<file path="src/hw/rtl/bpa_ram.sv">
// Generic simple dual-port RAM: one write port, one read port, registered read.
// Depends on nothing.
`timescale 1ns / 1ps
`default_nettype none
module bpa_ram #(
    parameter int WIDTH = 8,
    parameter int DEPTH = 16
) (
    input  wire logic                     clk,
    input  wire logic                     we,
    input  wire logic [$clog2(DEPTH)-1:0] waddr,
    input  wire logic [WIDTH-1:0]         wdata,
    input  wire logic [$clog2(DEPTH)-1:0] raddr,
    output logic      [WIDTH-1:0]         rdata
);

    logic [WIDTH-1:0] mem [DEPTH];

    always_ff @(posedge clk)
    begin
        if (we)
        begin
            mem[waddr] <= wdata;
        end
        rdata <= mem[raddr];
    end

endmodule
`default_nettype wire

</file>
<file path="config.mk">
export PLATFORM = sky130hd
export DESIGN_NAME = bpa_ram
export DESIGN_NICKNAME = d
export VERILOG_FILES = /design/src/hw/rtl/bpa_ram.sv
export SDC_FILE = /design/constraint.sdc
export NUM_CORES = 1
export LEC_CHECK = 0
export CORE_MARGIN = 1.5
export CORE_UTILIZATION = 60
export CTS_BUF_LIST = sky130_fd_sc_hd__clkbuf_16
export DETAILED_ROUTE_END_ITERATION = 10
export DONT_BUFFER_PORTS = 1
export PLACE_DENSITY = 0.86
export RECOVER_POWER = 100
export SYNTH_ARGS = -nofsm -noshare
export SYNTH_HDL_FRONTEND = slang
export SYNTH_SLANG_ARGS = --single-unit
</file>
<file path="constraint.sdc">
create_clock -name clk -period 3.8 [get_ports clk]
set_input_delay 0.95 -clock clk [delete_from_list [all_inputs] [get_ports clk]]
set_output_delay 0.95 -clock clk [all_outputs]
set_load 0.02 [all_outputs]
</file>
Word-level counts from Yosys, hierarchy flattened
Memories as Yosys holds them, arrays and structs flattened. A register that Yosys moved wholly into a read port is not among the register bits. Cells that the tools add are included.

Flip-flop bits (word level): 0. RAM bits: 128. Input port bits: 18. Output and inout bits: 8. Logic and storage cells: 3. Memories: 1.

Muxes and demuxes: 2.

Memory list: mem (depth 16, width 8, rd ports 1, clocked after memory_dff 1, write ports 1, RTL line 17) `logic [WIDTH-1:0] mem [DEPTH];`.

Operator list (count): $mux 1 (2).

Longest topological paths before layout
Word-level depth: 2. Depth in mapped cells: 5. Mapped depth without buffers: 3.

Least setup slack after synthesis
Ideal clock, no wire load.

Path type: in2reg. From: input waddr[2]. To: memory mem[0][0] (enable). Library setup time: 0.383 ns. Data arrival time: 2.060 ns. Data required time: 3.417 ns. Setup slack: 1.357 ns. Cell stages on the path: 2. Path buffers: 0. Cell sequence: or3b_2 nor3_1.

RTL lines: from (decl) (RTL line 11) `input wire logic [$clog2(DEPTH)-1:0] waddr,`; to (decl) (RTL line 17).

No word-level cell before the write port.

Worst setup path after layout
From: input waddr[3]. To: memory mem[4][7] (enable).

No word-level cell before the write port.

==> reports/results.env <==
OUTCOME='complete, no violations'
HTREEDEPTH=4
SYN_TO_FINAL_GROWTH_PCT=13.4
LAYOUT.NETS=259
STATIC-LEAKAGE-POWER_uW=0.00190
FINAL_HOLD_VIOS=0
TRITONCTS.NUM_BUFFERS=17
POST-PLACE-CELLS=327
DR.PASS1.ITERS=5
CP_NUM_BUF_INV=0
DIE_X_UM=95.6
TOTALPOWERFINAL_uW=3550
SYNTH-SEQ-CELLS=136
VIA_PER_INST=6.63
GRT_PASS1_WL_UM=14900
GRT_START_MAX_NET_PINS=33
POWER.IR.VDD_WORST_mV=0.627
FINCLKSKEW_PS=15.8
SYNTH-SEQ-AREA-SHARE=0.778
GRT_SETUP_UNREPAIRED='false'
WORSTPATHARRIVAL_PS=2160
FINAL-SEQ-AREA_SQ_UM=4000
START_KIND='primary input'
PLACE_CONGESTION=0.789
WORSTSKEWPAIRLATENCY_PS=420
SYN_AREA_PER_CELL_SQ_UM=22.5
WIRELENGTH_UM=9950
YOSYSWARNINGCOUNT=0
HOLDWS_PS=618
LAYOUT_WORST_PATH_CYCLE_SHARE=0.561
SYN_INST=229
RELSLEWSLACK=0.169
CTS_SETUP_BUFFERS=0
IO-PIN-COUNT=26
INITIAL_UTILIZATION=0.623
CTS_HOLD_BUF=0
POST_SYNTH_INSTANCE_AREA_SQ_UM=5150
ACTUAL_SLEW_AT_THE_WORST_MAX_SLEW_PIN_PS=1240
CTS.REPORTEDPATHS.CLKPINSLEW_PS=60
FIN_TNS_SETUP_PS=0
GRT.OVERFLOW.TOTAL=0
FP.DIEAREA_SQ_UM=9140
VIA_COUNT=2374
DETAIL_ROUTE.DRC_VIOLATIONS=0
MAX_FREQ_MHz=469
PORTBUFFERS=0
ANT_NETS=0
DRT-INITIAL-DRC-COUNT=220
GRT_ANTENNA_BEFORE_REPAIR=0
CRITICAL_PATH.TOP_DELAY_FAMILY='simple AND/OR/NAND/NOR gates'
ROOT_BUFFER='clkbuf_16'
CRIT_PATH_CELL_TRACE='nand3b_1 > nor3_1'
SYNTH_NETS=247
FINALMAXSLEWVIOLATIONS=0
KIND_OF_CRITICAL_PATH='in2reg'
GROUTE.USAGE.OVERALL=0.251
SYNTH.LIB_CELLS_USED.DISTINCT=19
NUM_ROWS=33
TRITONCTS='yes'
NUM_CLOCK_SINKS=136
ANTENNA_CELLS_INSERTED=0
FINAL.SETUP.WORST_SLACK_PS=1670
R2R_SLACK_PS=2340
POST_CTS_GATE_RESIZE_COUNT=0
WORST_PATH_MAX_DELAY_CELL='nor3_1'
PRECTSSETUPSLACK_PS=1350
FOOTPRINT_OF_THE_MULTI_INPUT_GATES_SQ_UM=1060
CRITICAL_PATH.ENDPOINT_TYPE='flip-flop'
DRT-WIRELENGTH-PER-CELL_UM=27.8
FIRST_GLOBAL_VIAS=2476
INSTANCES_NO_FILL=358
CP_DATA_REQUIRED_TIME_PS=3830
FP.DIEH_UM=95.6
HPWL_UM=5600
CTSLONGESTPATHBUFFERS=2
FILLER_CELL_COUNT=481
TIMING.MAX_CAP.VIOLATIONS=0
TIMING.FINAL.SETUP_VIOLATIONS=0
WORST_HOLD_PATH_TYPE='in2reg'
FINAL_PERIOD_DEMAND_OF_THE_WORST_PATH_PS=2130
PATH_MAX_FANOUT=8
POWER_DENSITY_nW_PER_UM2=609
TOTAL_CORE_AREA_SQ_UM=8260
DRIVE_ABOVE_1_SHARE=0.190
TIMING.CRITICAL_PATH.SLOWEST_CELL_DELAY_PS=980
## cells in the mapped netlist
| cell | instances | share of area |
|---|---|---|
| edfxtp_1 | 128 | 0.75 |
| mux4_2 | 18 | 0.079 |
| a22oi_1 | 16 | 0.023 |
| mux4_1 | 14 | 0.071 |
| nor2_1 | 13 | 0.0095 |
| nand2_1 | 9 | 0.0066 |
| dfxtp_1 | 8 | 0.031 |
| nor3_1 | 4 | 0.0039 |
| buf_2 | 3 | 0.0029 |
| buf_6 | 3 | 0.0066 |
| clkdlybuf4s25_2 | 3 | 0.0058 |
| nand2b_1 | 2 | 0.0024 |
| nand3b_1 | 2 | 0.0029 |
| and2_1 | 1 | 0.0012 |
| and2b_1 | 1 | 0.0015 |
| buf_4 | 1 | 0.0015 |
| nand3_1 | 1 | 0.00097 |
| nor2b_1 | 1 | 0.0012 |
| or3b_2 | 1 | 0.0017 |
## cells by family (layout without fill, tap and decap cells)
group	count (synthesis)	after routing	share of synthesized area
AO/OA/AOI/OAI	16	16	0.0233
multiplexers	32	32	0.150
flip-flops	136	136	0.778
AND/OR/NAND/NOR	35	35	0.0318
buffers and inverters	10	34	0.0168
## layer usage
layer / wire length, um / global-route usage / vias to the layer above / share of wire
met5: 0 / 0 / - / 0
met3: 624 / 0.0622 / 17 / 0.063
met4: 269 / 0.124 / 0 / 0.027
met2: 5010 / 0.393 / 119 / 0.50
li1: - / - / 992 / -
met1: 4050 / 0.335 / 1246 / 0.41
## power by group
part           internal, uW  switching [uW]  total (uW)  leakage [uW]
clock network          1150             607        1760      0.000308
registers              1680            22.6        1700       0.00122
logic                  47.4            42.2        89.6      0.000373
## registers in the layout (all words and copies together), names as in the netlist
| signal | cells |
|---|---|
| rdata | 8 |
| mem | 128 |
## area by class of cell
cell class,count,share of cell area
sequential,136,0.686
multi-input combinational,83,0.181
clock buffer,17,0.0729
clock inverter,14,0.0354
tap,105,0.0225
timing repair buffer,3,0.00193
## worst paths after layout
kind               end  startpoint  cells after the start
min reg2reg   rdata[6]  mem[14][6]                      3
min          mem[4][3]    wdata[3]                      0
max reg2reg   rdata[5]   mem[2][5]                      3
max          mem[4][7]    waddr[3]                      2
## placed cells by master (no fill, tap or decap)
cell type	Yosys	layout
bufinv_16	0	5
nor3_1	4	4
nor2_1	13	13
nand3b_1	2	2
clkinvlp_4	0	1
nand2b_1	2	2
clkbuf_16	0	17
a22oi_1	16	16
mux4_1	14	14
or3b_2	1	1
nand2_1	9	9
and2b_1	1	1
nor2b_1	1	1
edfxtp_1	128	128
clkinv_4	0	3
mux4_2	18	18
and2_1	1	1
dfxtp_1	8	8
clkinv_2	0	3
nand3_1	1	1
clkinv_1	0	2
clkbuf_1	0	3
## stage by stage
step           utilization  cell area, sq um
6_report             0.707              5840
3_5_place_dp         0.632              5220
2_1_floorplan            -              5150
3_3_place_gp         0.632              5220
5_1_grt              0.707              5840
4_1_cts              0.708              5850
No activity file was read; power rests on OpenSTA's default activity.
